`src/design/pcdh_pkg.sv`:
```
// Package for the pointer click, drag and hover tracker.
// Holds the phase, event and mode codes and the slot and result types.
// No dependencies.
package pcdh_pkg;

  typedef logic signed [31:0] coord_t;

  typedef enum logic [1:0] {
    PH_OUT      = 2'd0,
    PH_DOWN     = 2'd1,
    PH_CLICKED  = 2'd2,
    PH_DISABLED = 2'd3
  } phase_t;

  typedef enum logic [2:0] {
    EV_DOWN  = 3'd0,
    EV_UP    = 3'd1,
    EV_MOVE  = 3'd2,
    EV_ENTER = 3'd3,
    EV_EXIT  = 3'd4,
    EV_CLICK = 3'd5,
    EV_DRAG  = 3'd6,
    EV_NONE  = 3'd7
  } event_t;

  typedef enum logic [2:0] {
    MODE_PROCESS = 3'd0,
    MODE_HOVER   = 3'd1,
    MODE_RESET   = 3'd2,
    MODE_ENABLE  = 3'd3,
    MODE_DISABLE = 3'd4,
    MODE_RELEASE = 3'd5
  } mode_t;

  typedef struct packed {
    phase_t phase;
    logic   hovered;
    logic   prev_hovered;
    coord_t last_x;
    coord_t last_y;
  } slot_t;

  typedef struct packed {
    logic [1:0]  fire_count;
    logic        drag_start;
    logic        drag_end;
    coord_t      last_x;
    coord_t      last_y;
    logic [31:0] event_time;
    logic        group_consumed;
    phase_t      slot_phase;
  } result_t;

endpackage

```
`src/design/pcdh_if.sv`:
```
// Request and result channel interfaces of the pointer tracker.
// Plain valid/ready channels; no package dependency.
interface pcdh_req_if;
  logic               valid;
  logic               ready;
  logic [2:0]         mode;
  logic [2:0]         pointer_slot;
  logic [2:0]         hit_event;
  logic               can_hit;
  logic signed [31:0] pos_x;
  logic signed [31:0] pos_y;
  logic [31:0]        time_stamp;

  modport source (output valid, mode, pointer_slot, hit_event, can_hit, pos_x, pos_y,
                  time_stamp, input ready);
  modport sink (input valid, mode, pointer_slot, hit_event, can_hit, pos_x, pos_y,
                time_stamp, output ready);
endinterface

interface pcdh_res_if;
  logic               valid;
  logic               ready;
  logic [1:0]         fire_count;
  logic               drag_start;
  logic               drag_end;
  logic signed [31:0] last_x;
  logic signed [31:0] last_y;
  logic [31:0]        event_time;
  logic               group_consumed;
  logic [1:0]         slot_phase;

  modport source (output valid, fire_count, drag_start, drag_end, last_x, last_y,
                  event_time, group_consumed, slot_phase, input ready);
  modport sink (input valid, fire_count, drag_start, drag_end, last_x, last_y,
                event_time, group_consumed, slot_phase, output ready);
endinterface

```
`src/design/pointer_click_drag_hover_tracker_top.sv`:
```
// Top level of the pointer click, drag and hover tracker.
// Throughput: one request per cycle while the result channel is not stalled,
// set by one read-modify-write of the addressed slot between the request
// register and the result register.
// Reset (rst_n low, synchronous) clears the slot table, the group flags,
// the listener kind and both channel stages.
module pointer_click_drag_hover_tracker_top #(
  parameter int POINTER_SLOTS = 8
) (
  input  logic           clk,
  input  logic           rst_n,
  pcdh_req_if.sink       in_req,
  pcdh_res_if.source     out_res,
  input  logic           cfg_we,
  input  logic [2:0]     cfg_data
);
  import pcdh_pkg::*;

  localparam int IDX_W = (POINTER_SLOTS > 1) ? $clog2(POINTER_SLOTS) : 1;

  slot_t       slot_tbl_r [POINTER_SLOTS];
  logic        dragging_r;
  logic        consumed_r;
  logic [2:0]  kind_r;

  logic        in_valid_r;
  logic [2:0]  mode_r;
  logic [2:0]  slot_id_r;
  logic [2:0]  hit_event_r;
  logic        can_hit_r;
  coord_t      pos_x_r;
  coord_t      pos_y_r;
  logic [31:0] time_stamp_r;

  logic        out_valid_r;
  result_t     res_r;

  logic        advance;
  logic        do_item;
  logic [6:0]  slot_ext;
  logic        in_range;
  logic [IDX_W-1:0] idx;
  slot_t       slot_cur;
  slot_t       slot_nxt;
  logic        dragging_nxt;
  logic        consumed_nxt;
  result_t     res_nxt;

  assign advance      = !out_valid_r || out_res.ready;
  assign in_req.ready = !in_valid_r || advance;
  assign do_item      = in_valid_r && advance;

  assign slot_ext = 7'(slot_id_r);
  assign in_range = slot_ext < 7'(POINTER_SLOTS);
  assign idx      = slot_ext[IDX_W-1:0];
  assign slot_cur = in_range ? slot_tbl_r[idx] : '0;

  pcdh_eval u_eval (
    .mode          (mode_r),
    .in_range      (in_range),
    .hit_event     (hit_event_r),
    .can_hit       (can_hit_r),
    .pos_x         (pos_x_r),
    .pos_y         (pos_y_r),
    .time_stamp    (time_stamp_r),
    .listener_kind (kind_r),
    .slot_cur      (slot_cur),
    .dragging_cur  (dragging_r),
    .consumed_cur  (consumed_r),
    .slot_nxt      (slot_nxt),
    .dragging_nxt  (dragging_nxt),
    .consumed_nxt  (consumed_nxt),
    .res_nxt       (res_nxt)
  );

  always_ff @(posedge clk) begin
    if (!rst_n) begin
      in_valid_r  <= 1'b0;
      out_valid_r <= 1'b0;
      dragging_r  <= 1'b0;
      consumed_r  <= 1'b0;
      kind_r      <= 3'd0;
      for (int i = 0; i < POINTER_SLOTS; i++) begin
        slot_tbl_r[i] <= '0;
      end
    end else begin
      if (cfg_we) begin
        kind_r <= cfg_data;
      end
      if (in_req.ready) begin
        in_valid_r <= in_req.valid;
      end
      if (advance) begin
        out_valid_r <= in_valid_r;
      end
      if (do_item) begin
        dragging_r <= dragging_nxt;
        consumed_r <= consumed_nxt;
        if (in_range) begin
          slot_tbl_r[idx] <= slot_nxt;
        end
      end
    end
  end

  always_ff @(posedge clk) begin
    if (in_req.valid && in_req.ready) begin
      mode_r       <= in_req.mode;
      slot_id_r    <= in_req.pointer_slot;
      hit_event_r  <= in_req.hit_event;
      can_hit_r    <= in_req.can_hit;
      pos_x_r      <= in_req.pos_x;
      pos_y_r      <= in_req.pos_y;
      time_stamp_r <= in_req.time_stamp;
    end
    if (do_item) begin
      res_r <= res_nxt;
    end
  end

  assign out_res.valid          = out_valid_r;
  assign out_res.fire_count     = res_r.fire_count;
  assign out_res.drag_start     = res_r.drag_start;
  assign out_res.drag_end       = res_r.drag_end;
  assign out_res.last_x         = res_r.last_x;
  assign out_res.last_y         = res_r.last_y;
  assign out_res.event_time     = res_r.event_time;
  assign out_res.group_consumed = res_r.group_consumed;
  assign out_res.slot_phase     = res_r.slot_phase;

endmodule

```
`src/design/pcdh_eval.sv`:
```
// Next-state and result logic for one request against one pointer slot.
// Depends on pcdh_pkg.
module pcdh_eval (
  input  logic [2:0]         mode,
  input  logic               in_range,
  input  logic [2:0]         hit_event,
  input  logic               can_hit,
  input  pcdh_pkg::coord_t   pos_x,
  input  pcdh_pkg::coord_t   pos_y,
  input  logic [31:0]        time_stamp,
  input  logic [2:0]         listener_kind,
  input  pcdh_pkg::slot_t    slot_cur,
  input  logic               dragging_cur,
  input  logic               consumed_cur,
  output pcdh_pkg::slot_t    slot_nxt,
  output logic               dragging_nxt,
  output logic               consumed_nxt,
  output pcdh_pkg::result_t  res_nxt
);
  import pcdh_pkg::*;

  event_t ev;
  event_t kind;
  logic   grp_hover;
  logic   change;
  phase_t phase1;
  logic   dend;
  logic   drag1;
  logic   fire_hover;
  logic   fire_hit;
  logic   fire_drag;
  coord_t seed_x;
  coord_t seed_y;

  assign ev   = event_t'(hit_event);
  assign kind = event_t'(listener_kind);

  always_comb begin
    grp_hover = can_hit && slot_cur.hovered;
    change    = slot_cur.prev_hovered != grp_hover;
    seed_x    = (change && grp_hover) ? pos_x : slot_cur.last_x;
    seed_y    = (change && grp_hover) ? pos_y : slot_cur.last_y;

    phase1 = slot_cur.phase;
    if (grp_hover) begin
      if (ev == EV_DOWN) begin
        phase1 = PH_DOWN;
      end else if (ev == EV_UP && slot_cur.phase == PH_DOWN) begin
        phase1 = PH_CLICKED;
      end
    end else if (ev == EV_DOWN || ev == EV_UP) begin
      phase1 = PH_OUT;
    end

    dend  = slot_cur.phase == PH_DOWN && (phase1 == PH_CLICKED || phase1 == PH_OUT)
            && dragging_cur;
    drag1 = dragging_cur && !dend;

    fire_hover = change && ((grp_hover && kind == EV_ENTER) ||
                            (!grp_hover && kind == EV_EXIT));
    fire_hit   = (phase1 == PH_CLICKED && kind == EV_CLICK) ||
                 (grp_hover && ev != EV_NONE && ev == kind);
    fire_drag  = phase1 == PH_DOWN && kind == EV_DRAG && ev == EV_MOVE;

    slot_nxt     = slot_cur;
    dragging_nxt = dragging_cur;
    consumed_nxt = consumed_cur;
    res_nxt      = '0;

    if (in_range) begin
      case (mode_t'(mode))
        MODE_PROCESS: begin
          slot_nxt.hovered = grp_hover;
          slot_nxt.phase   = phase1;
          slot_nxt.last_x  = pos_x;
          slot_nxt.last_y  = pos_y;
          dragging_nxt     = drag1 || fire_drag;
          consumed_nxt     = consumed_cur || fire_hover || fire_hit || fire_drag;
          res_nxt.fire_count = 2'(fire_hover) + 2'(fire_hit) + 2'(fire_drag);
          res_nxt.drag_start = fire_drag && !drag1;
          res_nxt.drag_end   = dend;
          res_nxt.last_x     = seed_x;
          res_nxt.last_y     = seed_y;
          res_nxt.event_time = time_stamp;
        end
        MODE_HOVER: begin
          slot_nxt.hovered = 1'b1;
        end
        MODE_RESET: begin
          if (slot_cur.phase != PH_DISABLED) begin
            consumed_nxt          = 1'b0;
            slot_nxt.prev_hovered = slot_cur.hovered;
            slot_nxt.hovered      = 1'b0;
          end
          if (slot_cur.phase == PH_CLICKED) begin
            slot_nxt.phase = PH_OUT;
          end
        end
        MODE_ENABLE: begin
          slot_nxt.phase = PH_OUT;
        end
        MODE_DISABLE: begin
          slot_nxt.phase = PH_DISABLED;
          consumed_nxt   = 1'b1;
        end
        MODE_RELEASE: begin
          slot_nxt = '0;
        end
        default: begin
        end
      endcase
      res_nxt.slot_phase = slot_nxt.phase;
    end
    res_nxt.group_consumed = consumed_nxt;
  end

endmodule

```
`src/flat_wrapper.sv`:
```
// flat-port wrapper written by rule: the top's interface ports become plain ports
module pointer_click_drag_hover_tracker_top_flat import pcdh_pkg::*;
#(
  parameter int POINTER_SLOTS = 8
)
  (clk, rst_n, cfg_we, cfg_data, in_req_valid, in_req_mode, in_req_pointer_slot, in_req_hit_event, in_req_can_hit, in_req_pos_x, in_req_pos_y, in_req_time_stamp, in_req_ready, out_res_valid, out_res_fire_count, out_res_drag_start, out_res_drag_end, out_res_last_x, out_res_last_y, out_res_event_time, out_res_group_consumed, out_res_slot_phase, out_res_ready);
  pcdh_req_if in_req_i ();
  pcdh_res_if out_res_i ();
  input  logic clk;
  input  logic rst_n;
  input  logic cfg_we;
  input  logic [2:0] cfg_data;
  input wire logic [$bits(in_req_i.valid)-1:0] in_req_valid;
  input wire logic [$bits(in_req_i.mode)-1:0] in_req_mode;
  input wire logic [$bits(in_req_i.pointer_slot)-1:0] in_req_pointer_slot;
  input wire logic [$bits(in_req_i.hit_event)-1:0] in_req_hit_event;
  input wire logic [$bits(in_req_i.can_hit)-1:0] in_req_can_hit;
  input wire logic [$bits(in_req_i.pos_x)-1:0] in_req_pos_x;
  input wire logic [$bits(in_req_i.pos_y)-1:0] in_req_pos_y;
  input wire logic [$bits(in_req_i.time_stamp)-1:0] in_req_time_stamp;
  output wire logic [$bits(in_req_i.ready)-1:0] in_req_ready;
  output wire logic [$bits(out_res_i.valid)-1:0] out_res_valid;
  output wire logic [$bits(out_res_i.fire_count)-1:0] out_res_fire_count;
  output wire logic [$bits(out_res_i.drag_start)-1:0] out_res_drag_start;
  output wire logic [$bits(out_res_i.drag_end)-1:0] out_res_drag_end;
  output wire logic [$bits(out_res_i.last_x)-1:0] out_res_last_x;
  output wire logic [$bits(out_res_i.last_y)-1:0] out_res_last_y;
  output wire logic [$bits(out_res_i.event_time)-1:0] out_res_event_time;
  output wire logic [$bits(out_res_i.group_consumed)-1:0] out_res_group_consumed;
  output wire logic [$bits(out_res_i.slot_phase)-1:0] out_res_slot_phase;
  input wire logic [$bits(out_res_i.ready)-1:0] out_res_ready;
  assign in_req_i.valid = in_req_valid;
  assign in_req_i.mode = in_req_mode;
  assign in_req_i.pointer_slot = in_req_pointer_slot;
  assign in_req_i.hit_event = in_req_hit_event;
  assign in_req_i.can_hit = in_req_can_hit;
  assign in_req_i.pos_x = in_req_pos_x;
  assign in_req_i.pos_y = in_req_pos_y;
  assign in_req_i.time_stamp = in_req_time_stamp;
  assign in_req_ready = in_req_i.ready;
  assign out_res_valid = out_res_i.valid;
  assign out_res_fire_count = out_res_i.fire_count;
  assign out_res_drag_start = out_res_i.drag_start;
  assign out_res_drag_end = out_res_i.drag_end;
  assign out_res_last_x = out_res_i.last_x;
  assign out_res_last_y = out_res_i.last_y;
  assign out_res_event_time = out_res_i.event_time;
  assign out_res_group_consumed = out_res_i.group_consumed;
  assign out_res_slot_phase = out_res_i.slot_phase;
  assign out_res_i.ready = out_res_ready;
  pointer_click_drag_hover_tracker_top #(.POINTER_SLOTS(POINTER_SLOTS)) u_core (.clk(clk), .rst_n(rst_n), .in_req(in_req_i), .out_res(out_res_i), .cfg_we(cfg_we), .cfg_data(cfg_data));
endmodule
```
`config.mk`:
```
export PLATFORM = sky130hd
export DESIGN_NAME = pointer_click_drag_hover_tracker_top_flat
export DESIGN_NICKNAME = d
export VERILOG_FILES = /design/src/design/pcdh_pkg.sv /design/src/design/pcdh_if.sv /design/src/design/pointer_click_drag_hover_tracker_top.sv /design/src/design/pcdh_eval.sv /design/src/flat_wrapper.sv
export SDC_FILE = /design/constraint.sdc
export NUM_CORES = 1
export LEC_CHECK = 0
export ABC_CLOCK_PERIOD_IN_PS = 12500
export BUFFER_PORTS_ARGS = -buffer_cell sky130_fd_sc_hd__buf_2
export CAP_MARGIN = 20
export CORE_ASPECT_RATIO = 1.4
export CORE_MARGIN = 1
export CORE_UTILIZATION = 43
export DETAILED_ROUTE_END_ITERATION = 7
export SLEW_MARGIN = 25
export SYNTH_ARGS = -nofsm -noshare
export SYNTH_HDL_FRONTEND = slang
export SYNTH_SLANG_ARGS = --single-unit
export TNS_END_PERCENT = 50
```
`constraint.sdc`:
```
create_clock -name clk -period 12.5 [get_ports clk]
set_input_delay 3.125 -clock clk [delete_from_list [all_inputs] [get_ports clk]]
set_output_delay 3.125 -clock clk [all_outputs]
set_load 0.01 [all_outputs]
```
==> results of run 1 <==
-- cells in the mapped netlist, types with 2 or more instances --
cell type	instances	area share, %
a21oi_1	7	0.11
nor3_1	5	0.079
inv_1	4	0.047
buf_2	15	0.24
nand2_1	22	0.26
or3_1	3	0.059
o21bai_1	2	0.047
clkbuf_1	101	1.2
edfxtp_1	753	71
nand3b_1	5	0.12
nor2_1	622	7.3
nor2b_1	9	0.18
buf_1	16	0.19
dfxtp_1	10	0.63
a41oi_1	2	0.055
a21oi_2	2	0.055
mux4_2	134	9.5
nand3_1	5	0.079
xnor2_1	2	0.055
and2_1	32	0.63
a211oi_1	3	0.071
inv_2	2	0.024
o21ai_0	2	0.031
or2_2	2	0.039
o21a_1	2	0.047
mux2i_1	74	2.3
a22oi_2	65	2.6
mux2_2	69	2.4
-- layer usage --
metal | up-vias | GRT usage [%] | share of wire, %
met5 | - | 0 | 0
met4 | 0 | 8.17 | 3.1
met3 | 154 | 2.68 | 4.9
met2 | 523 | 38.6 | 54
met1 | 9145 | 24.4 | 38
li1 | 7827 | - | -
-- path summary, 6_finish.rpt --
kind	cells past startpoint	slack, ns	end
setup / recovery	4	5.55	in_req_ready
hold / removal	1	0.51	u_core.out_res.event_time[11]
setup reg to reg	9	7.71	u_core.out_res.last_x[16]
hold reg to reg	1	0.51	u_core.out_res.event_time[11]
-- critical path: cells and delay by family --
kind                   cells  cell delay [ns]
AND/OR/NAND/NOR            2             0.43
buffers and inverters      2             0.26
-- flip-flops by register name, summed over array words and instances, names as in the netlist, 3 cells and up, named ones only --
register,count
u_core.pos_y_r,32
u_core.pos_x_r,32
u_core.out_res.event_time,32
u_core.time_stamp_r,32
u_core.out_res.last_y,32
u_core.hit_event_r,3
u_core.out_res.last_x,32
u_core.idx,3
u_core.slot_tbl_r,544
u_core.mode_r,3
u_core.kind_r,3
-- cells in the final DEF (no fill, tap or decap), types with 3 or more instances in the layout --
| cell | n |
|---|---|
| buf_6 | 7 |
| mux2_2 | 69 |
| a211oi_1 | 3 |
| nor2b_1 | 8 |
| clkbuf_1 | 18 |
| dfxtp_1 | 7 |
| nor2_1 | 622 |
| buf_2 | 218 |
| buf_4 | 19 |
| diode_2 | 3 |
| bufinv_16 | 7 |
| dfxtp_4 | 3 |
| clkinv_1 | 11 |
| clkbuf_16 | 79 |
| mux4_2 | 134 |
| nand3_1 | 3 |
| nor3_1 | 4 |
| a22oi_2 | 65 |
| nand3b_1 | 5 |
| inv_1 | 3 |
| clkinv_2 | 9 |
| clkinvlp_4 | 7 |
| nand2_1 | 12 |
| inv_6 | 4 |
| mux2i_1 | 74 |
| nand2_4 | 9 |
| edfxtp_1 | 753 |
| a21oi_1 | 7 |
| and2_1 | 32 |
-- cell type report --
cell class | instances | area (µm²) | share of cell area, %
Sequential cell | 763 | 22800 | 62.6
Tap cell | 952 | 1190 | 3.27
Clock buffer | 99 | 2070 | 5.68
Multi-Input combinational cell | 1089 | 8630 | 23.7
Inverter | 6 | 27.5 | 0.0755
Antenna cell | 3 | 7.51 | 0.0206
Clock inverter | 37 | 375 | 1.03
Timing Repair Buffer | 245 | 1340 | 3.67
-- logic make-up (layout without fill, tap and decap cells) --
group / Yosys count / after routing
AO/OA/AOI/OAI: 95 / 95
XOR/XNOR: 2 / 2
adder cells (fa/ha/maj): 2 / 2
buffers and inverters: 139 / 387
flip-flops: 763 / 763
multiplexers: 278 / 278
other: 0 / 3
AND/OR/NAND/NOR: 712 / 712
-- through the flow --
stage	util, %	power [mW]	instances	setup slack (ns)	hold WS (ns)
final	49.9	5.78	3194	5.55	0.512
after global routing	49.9	5.97	3194	5.48	0.525
after CTS	49.9	5.84	3190	5.55	0.509
after detailed placement	46.5	3.57	3054	5.55	0.502
after global placement	46.5	3.55	3054	5.54	0.478
after floorplan	-	3.38	1991	1.31	0.467
-- power by group through the flow --
stage	sequential (mW)	combinational [mW]	clock (mW)
after floorplan	3.02	0.363	0
after global placement	3.03	0.525	0
after detailed placement	3.03	0.531	0
after CTS	2.98	0.534	2.32
after global routing	2.99	0.565	2.41
final	2.98	0.523	2.27
==> flow_summary.json, run 1 <==
{
  "overflow": 0,
  "cpPeakStageDelay_ns": 0.30,
  "setup_viol": 0,
  "crit_top_cell": "buf_2",
  "cp-startpoint": "out_res_ready",
  "dp_hpwl_um": 41400,
  "synth_compound_area_share_pct": 3.27,
  "maxCapViolations": 0,
  "ant_nets": 0,
  "critPathLaunchType": "input pin",
  "totalWireLength_um": 76900,
  "finalCritPeriodShare_pct": 55.6,
  "vdd_ir_drop_max_mv": 0.0935,
  "path_class": "input pin to output port",
  "fill_cells": 6128,
  "ys_warn_count": 0,
  "worst_slew_pin_slew_ns": 1.08,
  "cts_sinks": 763,
  "fmax_ghz": 0.144,
  "required_ns": 9.38,
  "yosysUniqueCellTypes": 49,
  "yosysSeqAreaShare_pct": 71.6,
  "timing.setup.tns_ns": 0,
  "hold_viol": 0,
  "yosys-mux-area-fraction_pct": 14.3,
  "grt_pass1_vias": 19000,
  "htree_levels": 3,
  "cts_buffer_depth": 3,
  "drt_first_iter_violations": 1441,
  "synth_cells": 1991,
  "fin_worst_skew_ns": 0.0243,
  "post_cts_buffers": 0,
  "avgSynthCellArea_um2": 16.0,
  "routedWlPerCell_um": 24.1,
  "synthArstFlopShare_pct": 0,
  "port_buffers": 218,
  "coreArea_um2": 73000,
  "path_clk_slew_ns": 0.06,
  "fin_area_um2": 36500,
  "dr.pass1.iters": 5,
  "cts_root_buffer": "clkbuf_16",
  "die_area_um2": 75200,
  "layout-drive-gt1-share_pct": 29.1,
  "synth_edf_count": 753,
  "place_area_um2": 34000,
  "num_vias": 17600,
  "insertion_delay_ns": 0.62,
  "crit_path_top_delay_cell": "nor2b_1",
  "floorplan.initialDensity_pct": 43.6,
  "syn_area_um2": 31800,
  "intPower_mw": 4.45,
  "grt_pass1_wl_um": 115000,
  "slew_headroom_pct": 27.9,
  "synth_simple_gate_area_share_pct": 8.94,
  "grt_max_degree": 71,
  "hp-class": "flop to flop",
  "p_clk_share_pct": 39.4,
  "drv_slew": 0,
  "synth_top_family_by_area": "multiplexers",
  "synth_adder_area_share_pct": 0.102,
  "cp_cell_sequence": "buf_2, nor2b_1, nand2_1, buf_2",
  "pin_count": 219,
  "place_congestion": 0.747,
  "synth_xor_area_share_pct": 0.0550,
  "ctsHoldBuffers": 0,
  "post-route-drc-count": 0,
  "status": "completed",
  "p_seq_share_pct": 51.6,
  "area_growth_pct": 14.5,
  "grt_util_all_layers_pct": 20.9,
  "rows": 117,
  "nets": 2298,
  "p_per_area_nw_per_um2": 158,
  "synth-seq-cells": 763,
  "die_w_um": 232,
  "period_needed_ns": 6.95,
  "combPwrFrac_pct": 9.1,
  "die_h_um": 324,
  "rsz0062_at_grt": "no",
  "crit_arrival_ns": 3.82,
  "netSwitchingFraction_pct": 23.0,
  "synth_fp_nets": 2107,
  "cts_tree": "done",
  "p_switching_mw": 1.33,
  "min_from": "u_core.time_stamp_r[11]",
  "path_max_fanout": 4,
  "synth-main-ff-cell": "edfxtp_1",
  "cts_resized": 0,
  "grt_antenna_before_repair": 3,
  "leakage_nw": 12.5,
  "routed_via_density": 5.53,
  "cts_made_buffers": 77,
  "end_kind": "output port"
}
(Power assumes the default switching activity.)
==> run 2, diff against run 1 <==
Settings changed: ABC_AREA set to 1, ABC_CLOCK_PERIOD_IN_PS 12500 to 7200.
Clock period 12.5 ns to 7.2 ns, I/O delays scaled along.
==> flow_summary.json, run 2 <==
{
  "status": "completed",
  "rows": 119,
  "path_max_fanout": 98,
  "maxCapViolations": 0,
  "cts_root_buffer": "clkbuf_16",
  "period_needed_ns": 4.42,
  "grt_max_degree": 193,
  "synth_edf_count": 753,
  "r2r_slack_ns": 2.78,
  "routedWlPerCell_um": 19.9,
  "ant_nets": 0,
  "use_met3_pct": 3.77,
  "synth-main-ff-cell": "edfxtp_1",
  "overflow": 0,
  "leakage_nw": 13.9,
  "grt_util_all_layers_pct": 21.9,
  "regMostFlops": "u_core.slot_tbl_r",
  "cts_made_buffers": 76,
  "yosys-top-cells-area": "edfxtp_1 (69%), nor2_1 (9.8%), o21ai_0 (5.3%)",
  "timing.hold.ws_ns": 0.532,
  "coreArea_um2": 75000,
  "yosysUniqueCellTypes": 35,
  "fin_worst_skew_ns": 0.0227,
  "path_clk_slew_ns": 0.06,
  "mostFrequentLayoutCell": "nor2_1",
  "required_ns": 7.67,
  "grt_pass1_vias": 22700,
  "port_buffers": 218,
  "grt_use_met2_pct": 38.5,
  "instances_no_fill": 4201,
  "htree_levels": 3,
  "top_usage_layer": "met2",
  "cts_tree": "done",
  "rsz0062_at_grt": "no",
  "crit_path_end": "u_core.out_res.last_x[11]",
  "hp-class": "flop to flop",
  "layout-drive-gt1-share_pct": 13.9,
  "p_per_area_nw_per_um2": 278,
  "grt_antenna_before_repair": 2,
  "min_from": "u_core.out_res.valid",
  "r2r.worst_path.cells": 12,
  "die_w_um": 235,
  "post_cts_buffers": 0,
  "fill_cells": 6805,
  "synthArstFlopShare_pct": 0,
  "post-route-drc-count": 0,
  "end_kind": "flop",
  "synth-seq-cells": 763,
  "ys_warn_count": 0,
  "post-place-cells": 4059,
  "final_core_util_pct": 49.2,
  "fmax_ghz": 0.226,
  "cts_resized": 0,
  "hold_viol": 0,
  "die_area_um2": 76800,
  "finalCritPeriodShare_pct": 61.4,
  "worst_slew_pin_slew_ns": 1.05,
  "path_class": "flop to flop",
  "yosys.area.top_type_share_pct": 69.5,
  "pin_count": 219,
  "timing.setup.tns_ns": 0,
  "p_total_mw": 10.3,
  "setup_viol": 0,
  "use_met1_pct": 26.6,
  "place_congestion": 0.807,
  "yosysSeqAreaShare_pct": 70.1,
  "num_vias": 22700,
  "layout_common_cells": "nor2_1 (848), edfxtp_1 (753), o21ai_0 (342)",
  "area_growth_pct": 13.5,
  "synth_most_common_cell": "nor2_1",
  "floorplan.initialDensity_pct": 43.4,
  "largest_reg_flops": 544,
  "drt_first_iter_violations": 1899,
  "dp_hpwl_um": 44800,
  "cts_sinks": 763,
  "totalWireLength_um": 83800,
  "cts_buffer_depth": 3,
  "dr.pass1.iters": 7,
  "ctsHoldBuffers": 0,
  "vdd_ir_drop_max_mv": 0.182,
  "slew_headroom_pct": 30.0,
  "critPathLaunchType": "flop",
  "insertion_delay_ns": 0.63,
  "nets": 3285,
  "r2r_end": "u_core.out_res.last_x[11]",
  "synth_fp_nets": 3164,
  "crit_arrival_ns": 4.89,
  "grt_pass1_wl_um": 128000,
  "drv_slew": 0,
  "die_h_um": 328,
  "synth_common_cells": "nor2_1 (848), edfxtp_1 (753), nand2_1 (348)",
  "synth_top_cell_by_area": "edfxtp_1",
  "syn_area_um2": 32500,
  "routed_via_density": 5.40,
  "synth_cells": 3048,
  "avgSynthCellArea_um2": 10.7
}
-- run 2: routing by layer --
| layer | routed length (µm) | vias to the layer above |
|---|---|---|
| met3 | 6070 | 142 |
| met4 | 2420 | 4 |
| met5 | 23 | - |
| met2 | 42300 | 800 |
| met1 | 32900 | 11100 |
| li1 | - | 10600 |
-- run 2: layout make-up --
cell class                      count  area (µm²)  share of cell area [%]
Multi-Input combinational cell   1848        8120                    22.0
Timing Repair Buffer              241        1280                    3.47
Inverter                          239         926                    2.51
Tap cell                          968        1210                    3.28
Sequential cell                   763       22800                    61.8
Clock inverter                     45         483                    1.31
Antenna cell                        1        2.50                 0.00678
Clock buffer                       96        2080                    5.63
-- run 2: worst min-delay path by stage --
stage / endpoint / slack [ns] / cells past startpoint
after floorplan: u_core.dragging_r / 0.48 / 2
after global placement: u_core.dragging_r / 0.51 / 2
after detailed placement: u_core.out_res.valid / 0.51 / 2
after CTS: u_core.out_res.valid / 0.53 / 2
after global routing: u_core.out_res.event_time[19] / 0.56 / 2
final: u_core.out_res.valid / 0.53 / 2
-- run 2: kinds of logic after synthesis --
| kind of cell | count (synthesis) | share of synthesized area, % |
|---|---|---|
| XOR/XNOR | 1 | 0.0269 |
| AO/OA/AOI/OAI | 611 | 10.0 |
| flip-flops | 763 | 70.1 |
| AND/OR/NAND/NOR | 1234 | 14.5 |
| adder cells (fa/ha/maj) | 2 | 0.100 |
| buffers and inverters | 437 | 5.31 |
-- run 2: metrics by stage --
step                area [µm²]  setup WS (ns)
global route             36900           2.38
finish                   36900           2.78
floorplan                32500           2.45
CTS                      36900           2.83
global placement         34300           2.50
detailed placement       34400           2.28
-- run 2: power by group --
part           internal, mW  leakage [nW]  total, mW  switching (mW)
Clock                  2.38          1.25       4.10            1.72
Sequential             5.08          7.76       5.17          0.0913
Combinational         0.250          4.86      0.982           0.733
-- run 2: critical path: stages (launching register included) --
cell and delay, ns:
dfxtp_4 0.59, inv_6 0.64, buf_4 0.62, o21ai_0 0.16, o22ai_1 0.16, nand2_1 0.07
nand2_1 0.09, inv_2 0.04, ha_1 0.20, inv_4 0.66, buf_4 0.46, o21ai_0 0.17
a21oi_1 0.16
